### config.mk
export PLATFORM = sky130hd
export DESIGN_NAME = packet_header_digest_parser_flat
export DESIGN_NICKNAME = d
export VERILOG_FILES = /design/src/rtl/pdp_pkg.sv /design/src/rtl/pdp_byte_if.sv /design/src/rtl/pdp_digest_if.sv /design/src/rtl/packet_header_digest_parser.sv /design/src/rtl/pdp_front.sv /design/src/rtl/pdp_queue.sv /design/src/rtl/pdp_parse.sv /design/src/flat_wrapper.sv
export SDC_FILE = /design/constraint.sdc
export NUM_CORES = 1
export LEC_CHECK = 0
export ABC_AREA = 1
export BUFFER_PORTS_ARGS = -buffer_cell sky130_fd_sc_hd__buf_2
export CORE_MARGIN = 8
export CORE_UTILIZATION = 57
export DETAILED_ROUTE_END_ITERATION = 8
export PLACE_DENSITY = 0.76
export SLEW_MARGIN = 25
export SYNTH_ARGS = -nofsm -noshare
export SYNTH_HDL_FRONTEND = slang
export SYNTH_SLANG_ARGS = --single-unit
### constraint.sdc
create_clock -name clk -period 16 [get_ports clk]
set_clock_uncertainty 0.15 [all_clocks]
set_input_delay 1.6 -clock clk [delete_from_list [all_inputs] [get_ports clk]]
set_output_delay 1.6 -clock clk [all_outputs]
set_load 0.01 [all_outputs]
### src/rtl/pdp_pkg.sv
// Package for the packet header digest parser: constants, flag positions and shared types.
`default_nettype none
package pdp_pkg;

  localparam int QUEUE_DEPTH = 4;

  localparam int OFFSET_W = 16;
  localparam logic [OFFSET_W-1:0] OFFSET_MAX = 16'hFFFF;

  localparam logic [15:0] MIN_ETHERTYPE = 16'd1500;
  localparam logic [15:0] ETHERTYPE_IPV4 = 16'h0800;
  localparam logic [31:0] TEST_NET = 32'hC000_0200;

  localparam logic [7:0] PROTO_ICMP = 8'd1;
  localparam logic [7:0] PROTO_TCP = 8'd6;
  localparam logic [7:0] PROTO_UDP = 8'd17;

  localparam logic [3:0] IP_VERSION = 4'd4;
  localparam logic [5:0] IP_MIN_HLEN = 6'd20;

  // Bit positions in proto_flags.
  localparam int F_SLL = 0;
  localparam int F_ETH = 1;
  localparam int F_IP4 = 2;
  localparam int F_TCP = 3;
  localparam int F_UDP = 4;
  localparam int F_ICMP = 5;
  localparam int F_TRUNC = 6;
  localparam int F_TERM = 7;
  localparam int F_UNK = 8;

  // Configuration register indexes.
  localparam logic REG_LINK_KIND = 1'b0;

  typedef enum logic [4:0] {
    L_LINK = 5'b00001,
    L_IP4  = 5'b00010,
    L_TCP  = 5'b00100,
    L_UDP  = 5'b01000,
    L_DONE = 5'b10000
  } layer_t;

  // One frame byte as the front end tags it.
  typedef struct packed {
    logic [7:0]          frame_byte;
    logic                frame_end;
    logic                link_kind;
    logic [OFFSET_W-1:0] offset;
  } byte_entry_t;

  typedef struct packed {
    logic [8:0]  proto_flags;
    logic [47:0] mac_dest;
    logic [47:0] mac_src;
    logic [15:0] link_ethertype;
    logic [31:0] ip_src;
    logic [31:0] ip_dst;
    logic [15:0] port_src;
    logic [15:0] port_dst;
  } digest_t;

endpackage
`default_nettype wire

### src/rtl/pdp_byte_if.sv
// Stream interface that carries frame bytes.
`default_nettype none
interface pdp_byte_if;
  logic       valid;
  logic       ready;
  logic [7:0] frame_byte;
  logic       frame_end;

  modport source(output valid, output frame_byte, output frame_end, input ready);
  modport sink(input valid, input frame_byte, input frame_end, output ready);
endinterface
`default_nettype wire

### src/rtl/pdp_digest_if.sv
// Stream interface that carries one header digest per frame.
`default_nettype none
interface pdp_digest_if;
  logic        valid;
  logic        ready;
  logic [8:0]  proto_flags;
  logic [47:0] mac_dest;
  logic [47:0] mac_src;
  logic [15:0] link_ethertype;
  logic [31:0] ip_src;
  logic [31:0] ip_dst;
  logic [15:0] port_src;
  logic [15:0] port_dst;

  modport source(output valid, output proto_flags, output mac_dest, output mac_src,
                 output link_ethertype, output ip_src, output ip_dst, output port_src,
                 output port_dst, input ready);
  modport sink(input valid, input proto_flags, input mac_dest, input mac_src,
               input link_ethertype, input ip_src, input ip_dst, input port_src,
               input port_dst, output ready);
endinterface
`default_nettype wire

### src/rtl/packet_header_digest_parser.sv
// The last frame byte passes through the byte queue; the digest is then registered.
// Throughput: one byte per cycle unless a frame-end byte waits for a full output register.
// A new frame's bytes are taken while the previous digest waits in the output register.
// Reset (rst, synchronous) empties the queue, clears all frame state and sets link_kind to 0.
// No clearing pass is needed after reset.
`default_nettype none
module packet_header_digest_parser #(
  parameter int QUEUE_DEPTH = pdp_pkg::QUEUE_DEPTH
) (
  input  wire logic        clk,
  input  wire logic        rst,
  pdp_byte_if.sink         frames,
  pdp_digest_if.source     digests,
  input  wire logic        psel,
  input  wire logic        penable,
  input  wire logic        pwrite,
  input  wire logic [2:0]  paddr,
  input  wire logic [31:0] pwdata,
  output logic [31:0]      prdata,
  output logic             pready
);

  logic link_kind;
  logic queue_full;
  logic push;
  logic pop;
  logic head_valid;
  pdp_pkg::byte_entry_t push_entry;
  pdp_pkg::byte_entry_t head;

  assign pready = 1'b1;

  always_ff @(posedge clk) begin
    if (rst) begin
      link_kind <= 1'b0;
    end else if (psel && penable && pwrite && paddr[2] == pdp_pkg::REG_LINK_KIND
                 && paddr[1:0] == 2'b00) begin
      link_kind <= pwdata[0];
    end
  end

  always_comb begin
    if (paddr[2] == pdp_pkg::REG_LINK_KIND && paddr[1:0] == 2'b00) begin
      prdata = {31'd0, link_kind};
    end else begin
      prdata = '0;
    end
  end

  pdp_front u_front (
    .clk        (clk),
    .rst        (rst),
    .frames     (frames),
    .link_kind  (link_kind),
    .queue_full (queue_full),
    .push       (push),
    .entry      (push_entry)
  );

  pdp_queue #(
    .DEPTH (QUEUE_DEPTH)
  ) u_queue (
    .clk        (clk),
    .rst        (rst),
    .push       (push),
    .push_entry (push_entry),
    .full       (queue_full),
    .pop        (pop),
    .head_valid (head_valid),
    .head       (head)
  );

  pdp_parse u_parse (
    .clk        (clk),
    .rst        (rst),
    .head_valid (head_valid),
    .head       (head),
    .pop        (pop),
    .digests    (digests)
  );

endmodule
`default_nettype wire

### src/rtl/pdp_front.sv
// Front end: accepts frame bytes and tags each with its frame offset and link kind.
`default_nettype none
module pdp_front (
  input  wire logic               clk,
  input  wire logic               rst,
  pdp_byte_if.sink                frames,
  input  wire logic               link_kind,
  input  wire logic               queue_full,
  output logic                    push,
  output pdp_pkg::byte_entry_t    entry
);

  logic [pdp_pkg::OFFSET_W-1:0] offset;
  logic [pdp_pkg::OFFSET_W-1:0] offset_next;

  assign frames.ready = !queue_full;
  assign push = frames.valid && !queue_full;

  assign entry.frame_byte = frames.frame_byte;
  assign entry.frame_end = frames.frame_end;
  assign entry.link_kind = link_kind;
  assign entry.offset = offset;

  // The offset stops at its maximum on very long frames.
  always_comb begin
    if (frames.frame_end) begin
      offset_next = '0;
    end else if (offset == pdp_pkg::OFFSET_MAX) begin
      offset_next = offset;
    end else begin
      offset_next = offset + 1'b1;
    end
  end

  always_ff @(posedge clk) begin
    if (rst) begin
      offset <= '0;
    end else if (push) begin
      offset <= offset_next;
    end
  end

endmodule
`default_nettype wire

### src/rtl/pdp_queue.sv
// Short queue of tagged bytes between the front end and the parser.
`default_nettype none
module pdp_queue #(
  parameter int DEPTH = pdp_pkg::QUEUE_DEPTH
) (
  input  wire logic               clk,
  input  wire logic               rst,
  input  wire logic               push,
  input  pdp_pkg::byte_entry_t    push_entry,
  output logic                    full,
  input  wire logic               pop,
  output logic                    head_valid,
  output pdp_pkg::byte_entry_t    head
);

  localparam int PTR_W = (DEPTH > 1) ? $clog2(DEPTH) : 1;
  localparam int CNT_W = $clog2(DEPTH + 1);
  localparam logic [PTR_W-1:0] LAST = PTR_W'(DEPTH - 1);

  pdp_pkg::byte_entry_t mem [DEPTH];
  logic [PTR_W-1:0] wr_ptr;
  logic [PTR_W-1:0] rd_ptr;
  logic [CNT_W-1:0] count;

  assign full = (count == CNT_W'(DEPTH));
  assign head_valid = (count != '0);
  assign head = mem[rd_ptr];

  always_ff @(posedge clk) begin
    if (push) begin
      mem[wr_ptr] <= push_entry;
    end
  end

  always_ff @(posedge clk) begin
    if (rst) begin
      wr_ptr <= '0;
      rd_ptr <= '0;
      count <= '0;
    end else begin
      if (push) begin
        wr_ptr <= (wr_ptr == LAST) ? '0 : wr_ptr + 1'b1;
      end
      if (pop) begin
        rd_ptr <= (rd_ptr == LAST) ? '0 : rd_ptr + 1'b1;
      end
      case ({push, pop})
        2'b10:   count <= count + 1'b1;
        2'b01:   count <= count - 1'b1;
        default: count <= count;
      endcase
    end
  end

endmodule
`default_nettype wire

### src/rtl/pdp_parse.sv
// Back end: parses header bytes one per cycle unless stalled; registers digest.
`default_nettype none
module pdp_parse (
  input  wire logic               clk,
  input  wire logic               rst,
  input  wire logic               head_valid,
  input  pdp_pkg::byte_entry_t    head,
  output logic                    pop,
  pdp_digest_if.source            digests
);

  pdp_pkg::layer_t layer, layer_n;
  logic [15:0] layer_start, start_n;
  logic [5:0]  ip_hlen, ip_hlen_n;
  logic [7:0]  ip_proto, ip_proto_n;
  logic        ver_ok, ver_ok_n;
  logic [8:0]  flags, flags_n;
  logic [47:0] mac_dest, mac_dest_n;
  logic [47:0] mac_src, mac_src_n;
  logic [15:0] ethertype, ethertype_n;
  logic [31:0] ip_src, ip_src_n;
  logic [31:0] ip_dst, ip_dst_n;
  logic [31:0] ports, ports_n;

  logic        out_valid;
  pdp_pkg::digest_t out_reg, fin;

  logic        slot_free;
  logic [15:0] rel;
  logic [15:0] off_next;
  logic [15:0] seen;
  logic        link_done;
  logic        go_transport;
  logic [4:0]  l4_hlen;
  logic [7:0]  b;

  assign slot_free = !out_valid || digests.ready;
  assign pop = head_valid && (!head.frame_end || slot_free);
  assign b = head.frame_byte;

  always_comb begin
    rel = head.offset - layer_start;
    off_next = (head.offset == pdp_pkg::OFFSET_MAX) ? head.offset : head.offset + 16'd1;
    layer_n = layer;
    start_n = layer_start;
    ip_hlen_n = ip_hlen;
    ip_proto_n = ip_proto;
    ver_ok_n = ver_ok;
    flags_n = flags;
    mac_dest_n = mac_dest;
    mac_src_n = mac_src;
    ethertype_n = ethertype;
    ip_src_n = ip_src;
    ip_dst_n = ip_dst;
    ports_n = ports;
    link_done = 1'b0;
    go_transport = 1'b0;
    l4_hlen = (layer == pdp_pkg::L_TCP) ? 5'd20 : 5'd8;

    case (layer)
      pdp_pkg::L_LINK: begin
        if (!head.link_kind) begin
          if (rel < 16'd6) begin
            mac_dest_n = {mac_dest[39:0], b};
          end else if (rel < 16'd12) begin
            mac_src_n = {mac_src[39:0], b};
          end else if (rel < 16'd14) begin
            ethertype_n = {ethertype[7:0], b};
          end
          link_done = (rel == 16'd13);
        end else begin
          if (rel >= 16'd14 && rel < 16'd16) begin
            ethertype_n = {ethertype[7:0], b};
          end
          link_done = (rel == 16'd15);
        end
        if (link_done) begin
          if (head.link_kind && ethertype_n <= pdp_pkg::MIN_ETHERTYPE) begin
            flags_n[pdp_pkg::F_UNK] = 1'b1;
            layer_n = pdp_pkg::L_DONE;
          end else if (ethertype_n == pdp_pkg::ETHERTYPE_IPV4) begin
            start_n = off_next;
            layer_n = pdp_pkg::L_IP4;
            flags_n[pdp_pkg::F_IP4] = 1'b1;
          end else begin
            layer_n = pdp_pkg::L_DONE;
          end
        end
      end
      pdp_pkg::L_IP4: begin
        if (rel == 16'd0) begin
          ver_ok_n = (b[7:4] == pdp_pkg::IP_VERSION);
          ip_hlen_n = {b[3:0], 2'b00};
        end else if (rel == 16'd9) begin
          ip_proto_n = b;
        end else if (rel >= 16'd12 && rel < 16'd16) begin
          ip_src_n = {ip_src[23:0], b};
        end else if (rel >= 16'd16 && rel < 16'd20) begin
          ip_dst_n = {ip_dst[23:0], b};
        end
        if (rel == 16'd19) begin
          if (!ver_ok) begin
            flags_n[pdp_pkg::F_UNK] = 1'b1;
            ip_src_n = pdp_pkg::TEST_NET;
            ip_dst_n = pdp_pkg::TEST_NET;
            layer_n = pdp_pkg::L_DONE;
          end else if (ip_hlen < pdp_pkg::IP_MIN_HLEN) begin
            flags_n[pdp_pkg::F_UNK] = 1'b1;
            layer_n = pdp_pkg::L_DONE;
          end else if (ip_hlen == pdp_pkg::IP_MIN_HLEN) begin
            go_transport = 1'b1;
          end
        end else if (rel > 16'd19 && ({1'b0, rel} + 17'd1) == {11'd0, ip_hlen}) begin
          go_transport = 1'b1;
        end
      end
      pdp_pkg::L_TCP, pdp_pkg::L_UDP: begin
        if (rel < 16'd4) begin
          ports_n = {ports[23:0], b};
        end
        if (rel == {11'd0, l4_hlen - 5'd1}) begin
          flags_n[pdp_pkg::F_TERM] = 1'b1;
          layer_n = pdp_pkg::L_DONE;
        end
      end
      default: begin
      end
    endcase

    if (go_transport) begin
      case (ip_proto)
        pdp_pkg::PROTO_TCP: begin
          start_n = off_next;
          layer_n = pdp_pkg::L_TCP;
          flags_n[pdp_pkg::F_TCP] = 1'b1;
        end
        pdp_pkg::PROTO_UDP: begin
          start_n = off_next;
          layer_n = pdp_pkg::L_UDP;
          flags_n[pdp_pkg::F_UDP] = 1'b1;
        end
        pdp_pkg::PROTO_ICMP: begin
          flags_n[pdp_pkg::F_ICMP] = 1'b1;
          flags_n[pdp_pkg::F_TERM] = 1'b1;
          layer_n = pdp_pkg::L_DONE;
        end
        default: layer_n = pdp_pkg::L_DONE;
      endcase
    end

    // Close the digest as if the frame ended after this byte.
    seen = off_next - start_n;
    fin.proto_flags = flags_n;
    fin.mac_dest = mac_dest_n;
    fin.mac_src = mac_src_n;
    fin.link_ethertype = ethertype_n;
    fin.ip_src = ip_src_n;
    fin.ip_dst = ip_dst_n;
    fin.port_src = ports_n[31:16];
    fin.port_dst = ports_n[15:0];
    case (layer_n)
      pdp_pkg::L_LINK: begin
        fin.proto_flags[pdp_pkg::F_TRUNC] = 1'b1;
        fin.mac_dest = '0;
        fin.mac_src = '0;
        fin.link_ethertype = '0;
      end
      pdp_pkg::L_IP4: begin
        if (seen < 16'd20) begin
          fin.proto_flags[pdp_pkg::F_TRUNC] = 1'b1;
          fin.ip_src = pdp_pkg::TEST_NET;
          fin.ip_dst = pdp_pkg::TEST_NET;
        end else begin
          case (ip_proto_n)
            pdp_pkg::PROTO_TCP: begin
              fin.proto_flags[pdp_pkg::F_TCP] = 1'b1;
              fin.proto_flags[pdp_pkg::F_TRUNC] = 1'b1;
              fin.port_src = '0;
              fin.port_dst = '0;
            end
            pdp_pkg::PROTO_UDP: begin
              fin.proto_flags[pdp_pkg::F_UDP] = 1'b1;
              fin.proto_flags[pdp_pkg::F_TRUNC] = 1'b1;
              fin.port_src = '0;
              fin.port_dst = '0;
            end
            pdp_pkg::PROTO_ICMP: begin
              fin.proto_flags[pdp_pkg::F_ICMP] = 1'b1;
              fin.proto_flags[pdp_pkg::F_TERM] = 1'b1;
            end
            default: begin
            end
          endcase
        end
      end
      pdp_pkg::L_TCP, pdp_pkg::L_UDP: begin
        fin.proto_flags[pdp_pkg::F_TRUNC] = 1'b1;
        fin.port_src = '0;
        fin.port_dst = '0;
      end
      default: begin
      end
    endcase
    if (head.link_kind) begin
      fin.proto_flags[pdp_pkg::F_SLL] = 1'b1;
    end else begin
      fin.proto_flags[pdp_pkg::F_ETH] = 1'b1;
    end
  end

  always_ff @(posedge clk) begin
    if (rst || (pop && head.frame_end)) begin
      layer <= pdp_pkg::L_LINK;
      layer_start <= '0;
      ip_hlen <= '0;
      ip_proto <= '0;
      ver_ok <= 1'b0;
      flags <= '0;
      mac_dest <= '0;
      mac_src <= '0;
      ethertype <= '0;
      ip_src <= '0;
      ip_dst <= '0;
      ports <= '0;
    end else if (pop) begin
      layer <= layer_n;
      layer_start <= start_n;
      ip_hlen <= ip_hlen_n;
      ip_proto <= ip_proto_n;
      ver_ok <= ver_ok_n;
      flags <= flags_n;
      mac_dest <= mac_dest_n;
      mac_src <= mac_src_n;
      ethertype <= ethertype_n;
      ip_src <= ip_src_n;
      ip_dst <= ip_dst_n;
      ports <= ports_n;
    end
  end

  // Output register: a new digest may load in the cycle the old one is taken.
  always_ff @(posedge clk) begin
    if (rst) begin
      out_valid <= 1'b0;
    end else if (pop && head.frame_end) begin
      out_valid <= 1'b1;
    end else if (digests.ready) begin
      out_valid <= 1'b0;
    end
  end

  always_ff @(posedge clk) begin
    if (pop && head.frame_end) begin
      out_reg <= fin;
    end
  end

  assign digests.valid = out_valid;
  assign digests.proto_flags = out_reg.proto_flags;
  assign digests.mac_dest = out_reg.mac_dest;
  assign digests.mac_src = out_reg.mac_src;
  assign digests.link_ethertype = out_reg.link_ethertype;
  assign digests.ip_src = out_reg.ip_src;
  assign digests.ip_dst = out_reg.ip_dst;
  assign digests.port_src = out_reg.port_src;
  assign digests.port_dst = out_reg.port_dst;

endmodule
`default_nettype wire

### src/flat_wrapper.sv
// flat-port wrapper written by rule: the top's interface ports become plain ports
module packet_header_digest_parser_flat 
#(
  parameter int QUEUE_DEPTH = pdp_pkg::QUEUE_DEPTH
)
  (clk, rst, psel, penable, pwrite, paddr, pwdata, prdata, pready, frames_valid, frames_frame_byte, frames_frame_end, frames_ready, digests_valid, digests_proto_flags, digests_mac_dest, digests_mac_src, digests_link_ethertype, digests_ip_src, digests_ip_dst, digests_port_src, digests_port_dst, digests_ready);
  pdp_byte_if frames_i ();
  pdp_digest_if digests_i ();
  input  wire logic clk;
  input  wire logic rst;
  input  wire logic psel;
  input  wire logic penable;
  input  wire logic pwrite;
  input  wire logic [2:0] paddr;
  input  wire logic [31:0] pwdata;
  output logic [31:0] prdata;
  output logic pready;
  input wire logic [$bits(frames_i.valid)-1:0] frames_valid;
  input wire logic [$bits(frames_i.frame_byte)-1:0] frames_frame_byte;
  input wire logic [$bits(frames_i.frame_end)-1:0] frames_frame_end;
  output wire logic [$bits(frames_i.ready)-1:0] frames_ready;
  output wire logic [$bits(digests_i.valid)-1:0] digests_valid;
  output wire logic [$bits(digests_i.proto_flags)-1:0] digests_proto_flags;
  output wire logic [$bits(digests_i.mac_dest)-1:0] digests_mac_dest;
  output wire logic [$bits(digests_i.mac_src)-1:0] digests_mac_src;
  output wire logic [$bits(digests_i.link_ethertype)-1:0] digests_link_ethertype;
  output wire logic [$bits(digests_i.ip_src)-1:0] digests_ip_src;
  output wire logic [$bits(digests_i.ip_dst)-1:0] digests_ip_dst;
  output wire logic [$bits(digests_i.port_src)-1:0] digests_port_src;
  output wire logic [$bits(digests_i.port_dst)-1:0] digests_port_dst;
  input wire logic [$bits(digests_i.ready)-1:0] digests_ready;
  assign frames_i.valid = frames_valid;
  assign frames_i.frame_byte = frames_frame_byte;
  assign frames_i.frame_end = frames_frame_end;
  assign frames_ready = frames_i.ready;
  assign digests_valid = digests_i.valid;
  assign digests_proto_flags = digests_i.proto_flags;
  assign digests_mac_dest = digests_i.mac_dest;
  assign digests_mac_src = digests_i.mac_src;
  assign digests_link_ethertype = digests_i.link_ethertype;
  assign digests_ip_src = digests_i.ip_src;
  assign digests_ip_dst = digests_i.ip_dst;
  assign digests_port_src = digests_i.port_src;
  assign digests_port_dst = digests_i.port_dst;
  assign digests_i.ready = digests_ready;
  packet_header_digest_parser #(.QUEUE_DEPTH(QUEUE_DEPTH)) u_core (.clk(clk), .rst(rst), .frames(frames_i), .digests(digests_i), .psel(psel), .penable(penable), .pwrite(pwrite), .paddr(paddr), .pwdata(pwdata), .prdata(prdata), .pready(pready));
endmodule
==> out/qor.txt <==
======================================================================================
Outcome ................................................................. finished clean
Final non-filler cell area .............................................. 0.0330 sq mm
Die height ..............................................................       244 um
Classification of the worst setup path ..................................      reg2reg
Placement-stage cell area ............................................... 0.0310 sq mm
Leak ....................................................................      15.3 nW
Fraction of synthesis flops using an asynchronous set or reset pin ......           0%
Via count ...............................................................       24,200
Endpoint required time on the critical path .............................     16.15 ns
Ys flop type ............................................................ sky130_fd_sc_hd__edfxtp_1
Final Power .............................................................      8.26 mW
Worst hold slack ........................................................     0.315 ns
Root cell of the clock tree ............................................. sky130_fd_sc_hd__clkbuf_16
Endpoint class of the critical path .....................................         flop
Number of cells traversed by the worst register-to-register path ........           37
Achievable clock frequency ..............................................      102 MHz
Sum of negative setup slack .............................................         0 ns
Number of remaining DRC errors ..........................................            0
Hold path cells .........................................................            2
Worst skew pair latency .................................................      0.63 ns
RSZ-0062 raised after global routing ....................................        false
Final setup vio count ...................................................            0
Number of enable-type register cells in the synthesized netlist .........          321
Cell occurring most often along the worst timing path ................... sky130_fd_sc_hd__nand2_1
Core utilization of the finished layout .................................        64.2%
Routed len/inst .........................................................      15.8 um
Hold buffers post-CTS ...................................................            0
Maximum number of pins on one net before global-route repair ............          110
Multiplexer area fraction after synthesis ...............................       0.343%
Highest-delay cell along the critical path .............................. sky130_fd_sc_hd__a2111oi_0
Number of warning messages in the yosys log .............................            0
Maximum cell stage delay along the critical path ........................      0.68 ns
Part of the cycle the worst path needs ..................................        61.4%
Final Max Slew Viols ....................................................            0
Via-to-Cell Ratio .......................................................         5.36
Place WS ................................................................      6.13 ns
Combined buffer and inverter count along the critical path ..............            6
Routed Wire Length ......................................................    71,600 um
Simple logic cell fraction of the synthesized area ......................        17.7%
Sequential area share after synthesis ...................................        51.3%
Weighted congestion reported at the end of routability-driven placement .        0.924
Initial core utilization ................................................        57.6%
Setup slack, reg-to-reg .................................................      6.18 ns
Min Clock Period, post-route ............................................      9.82 ns
Placed Cells ............................................................        4,411
Count of cell types in the netlist ......................................           59
Placed wire-length estimate after detailed placement ....................    46,900 um
Fill cell instance count of the final layout ............................        4,339
Iter 0 DRT Violations ...................................................        2,084
Port buffer count .......................................................          239
Clk pin slew, worst setup/hold paths ....................................      0.06 ns
Synth Area in XOR/XNOR ..................................................       0.297%
Worst hold start ........................................................ u_core.u_parse.flags[5]$_SDFFE_PP0P_
Total core area ......................................................... 0.0513 sq mm
Max-cap violation count .................................................            0
Arrival @ worst endpoint ................................................      9.97 ns
Switching pwr ...........................................................      3.88 mW
TritonCTS Buffers .......................................................           58
Peak supply drop ........................................................     0.169 mV
Total grt overflow ......................................................            0
Placement row count .....................................................           83
Worst Hold Class ........................................................      reg2reg
Number of levels the H-tree was split into ..............................            2
Synth Area in Adders ....................................................        1.70%
Clock net sink count ....................................................          596
Die Width ...............................................................       244 um
Layout cell share with drive strength beyond 1 ..........................        11.9%
First-pass GRT wire length ..............................................   114,000 um
Hold Path End ........................................................... u_core.u_parse.flags[5]$_SDFFE_PP0P_
Crit path setup slack, layout ...........................................      6.18 ns
Via count of the first global-routing pass ..............................       21,700
Clock tree from TritonCTS ...............................................        built
Leading cell types in the layout, fill and taps excluded ................ sky130_fd_sc_hd__nand2_1 (732), sky130_fd_sc_hd__inv_1 (629), sky130_fd_sc_hd__o21ai_0 (425)
Final Non-Filler Cells ..................................................        4,522
Crit path max-delay family .............................................. simple AND/OR/NAND/NOR gates
Synthesis-stage register bit count ......................................          596
Post-Synthesis Cells ....................................................        3,653
Synthesis-to-layout area growth .........................................        11.6%
Comb pwr share ..........................................................        51.9%
Switching Share .........................................................        46.9%
# resized after CTS .....................................................            0
Avg Inst Size Synth .....................................................   8.08 sq um
Least-Margin Pin Slew ...................................................     0.998 ns
Post-layout nets ........................................................        3,881
Maximum buffer depth of the clock tree ..................................            3
Leading cell type in the layout, fill and taps excluded ................. sky130_fd_sc_hd__nand2_1
Antenna violations before repair ........................................            3
Total routing resource utilization after global routing .................        23.1%
Final hold violation count ..............................................            0
Cell internal power dissipation .........................................      4.38 mW
P per Cell Area .........................................................  250 mW/mm^2
Routed Antenna Nets .....................................................            0
Syn Std Cell Area ....................................................... 0.0295 sq mm
Complex-gate fraction of the synthesized area ...........................        16.7%
Die Outline Area ........................................................ 0.0593 sq mm
Post-CTS repair timing setup buffer count ...............................            0
Clock share of power ....................................................        17.2%
Slew margin rel. ........................................................        33.5%
First drt pass iteration count ..........................................            6
Sort of element at the start of the critical path .......................         flop
Largest fanout of any net on the critical path ..........................           91
Worst reg2reg endpoint .................................................. u_core.u_parse.digests.ip_src[31]$_DFFE_PP_
Total I/O pin count .....................................................          303
Sequential fraction of design power .....................................        30.9%
Main combinational cell family by area after synthesis .................. simple AND/OR/NAND/NOR gates
======================================================================================
[logic make-up after synthesis]
| logic type | count (synthesis) |
|---|---|
| adders and majority gates | 39 |
| DFF | 596 |
| buffers and inverters | 886 |
| AOI/OAI and AO/OA | 893 |
| xor gates and xnor gates | 10 |
| and+or+nand+nor | 1217 |
| muxes | 10 |
| other | 2 |
[tightest hold or removal path: stages, from the launching register on]
cell	delay (ns)
sky130_fd_sc_hd__dfxtp_1	0.29
sky130_fd_sc_hd__inv_1	0.06
sky130_fd_sc_hd__a211oi_1	0.06
[registers in the layout, summed over array words and instances (netlist names), 8 cells and up, named ones only]
register and cells:
u_core.u_parse.digests.ip_src 32, u_core.u_queue.mem 104, u_core.u_parse.digests.link_ethertype 16, u_core.u_front.offset 16, u_core.u_parse.ip_proto 8, u_core.u_parse.ethertype 16
u_core.u_parse.mac_dest 48, u_core.u_parse.digests.port_src 16, u_core.u_parse.digests.mac_src 48, u_core.u_parse.ip_src 32, u_core.u_parse.mac_src 48, u_core.u_parse.ip_dst 32
u_core.u_parse.ports 32, u_core.u_parse.layer_start 16, u_core.u_parse.digests.ip_dst 32, u_core.u_parse.digests.port_dst 16, u_core.u_parse.digests.mac_dest 48, u_core.u_parse.digests.proto_flags 9
[power by group through the flow]
stage / Clock (mW) / Sequential [mW] / Combinational [mW]
6_report: 1.42 / 2.55 / 4.28
4_1_cts: 1.44 / 2.55 / 4.27
5_1_grt: 1.50 / 2.60 / 4.85
3_5_place_dp: 0 / 2.58 / 4.24
3_3_place_gp: 0 / 2.57 / 4.17
2_1_floorplan: 0 / 2.70 / 3.05
[cell usage after synthesis (10+ instances only)]
master | instances | area [sq um]
sky130_fd_sc_hd__a211oi_1 | 19 | 143
sky130_fd_sc_hd__a21oi_1 | 299 | 1500
sky130_fd_sc_hd__a32oi_1 | 20 | 175
sky130_fd_sc_hd__buf_1 | 12 | 45.0
sky130_fd_sc_hd__buf_2 | 24 | 120
sky130_fd_sc_hd__buf_4 | 34 | 255
sky130_fd_sc_hd__clkbuf_1 | 140 | 526
sky130_fd_sc_hd__dfxtp_1 | 275 | 5510
sky130_fd_sc_hd__edfxtp_1 | 321 | 9640
sky130_fd_sc_hd__ha_1 | 37 | 463
sky130_fd_sc_hd__inv_1 | 631 | 2370
sky130_fd_sc_hd__inv_2 | 34 | 128
sky130_fd_sc_hd__nand2_1 | 734 | 2760
sky130_fd_sc_hd__nand2_2 | 22 | 138
sky130_fd_sc_hd__nand3_1 | 125 | 626
sky130_fd_sc_hd__nand4_1 | 37 | 231
sky130_fd_sc_hd__nor2_1 | 209 | 785
sky130_fd_sc_hd__nor3_1 | 35 | 175
sky130_fd_sc_hd__nor4_1 | 10 | 62.6
sky130_fd_sc_hd__o211ai_1 | 107 | 803
sky130_fd_sc_hd__o21ai_0 | 425 | 2130
sky130_fd_sc_hd__xor2_1 | 10 | 87.6
[metal layers]
metal	global-route usage [%]	wire, um	vias up
li1	-	-	12200
met1	30.5	30700	11100
met2	38.6	34100	746
met3	4.56	5100	121
met4	6.10	1540	4
met5	0	23	-
[final cells by class]
cell class              count  area (sq um)  area share [%]
flip-flops and latches    596         15100            45.9
well taps                 680           851            2.58
multi-input cells        2201         11000            33.5
inverters                 669          2530            7.67
clock inverters            33           434            1.32
clock buffers              77          1560            4.75
diodes                      1          2.50         0.00759
repair buffers            265          1400            4.24
[how the worst max path moves through the flow]
stage / to / slack (ns) / cells after the start
2_1_floorplan: u_core.u_parse.digests.ip_dst[0]$_DFFE_PP_ / 9.11 / 6
3_3_place_gp: u_core.u_parse.digests.ip_src[30]$_DFFE_PP_ / 6.08 / 42
3_5_place_dp: u_core.u_parse.digests.ip_src[31]$_DFFE_PP_ / 6.13 / 37
4_1_cts: u_core.u_parse.digests.ip_src[31]$_DFFE_PP_ / 6.06 / 37
5_1_grt: u_core.u_parse.digests.ip_src[31]$_DFFE_PP_ / 5.19 / 42
6_report: u_core.u_parse.digests.ip_src[31]$_DFFE_PP_ / 6.18 / 37
Power figures use the tool's default switching activity.
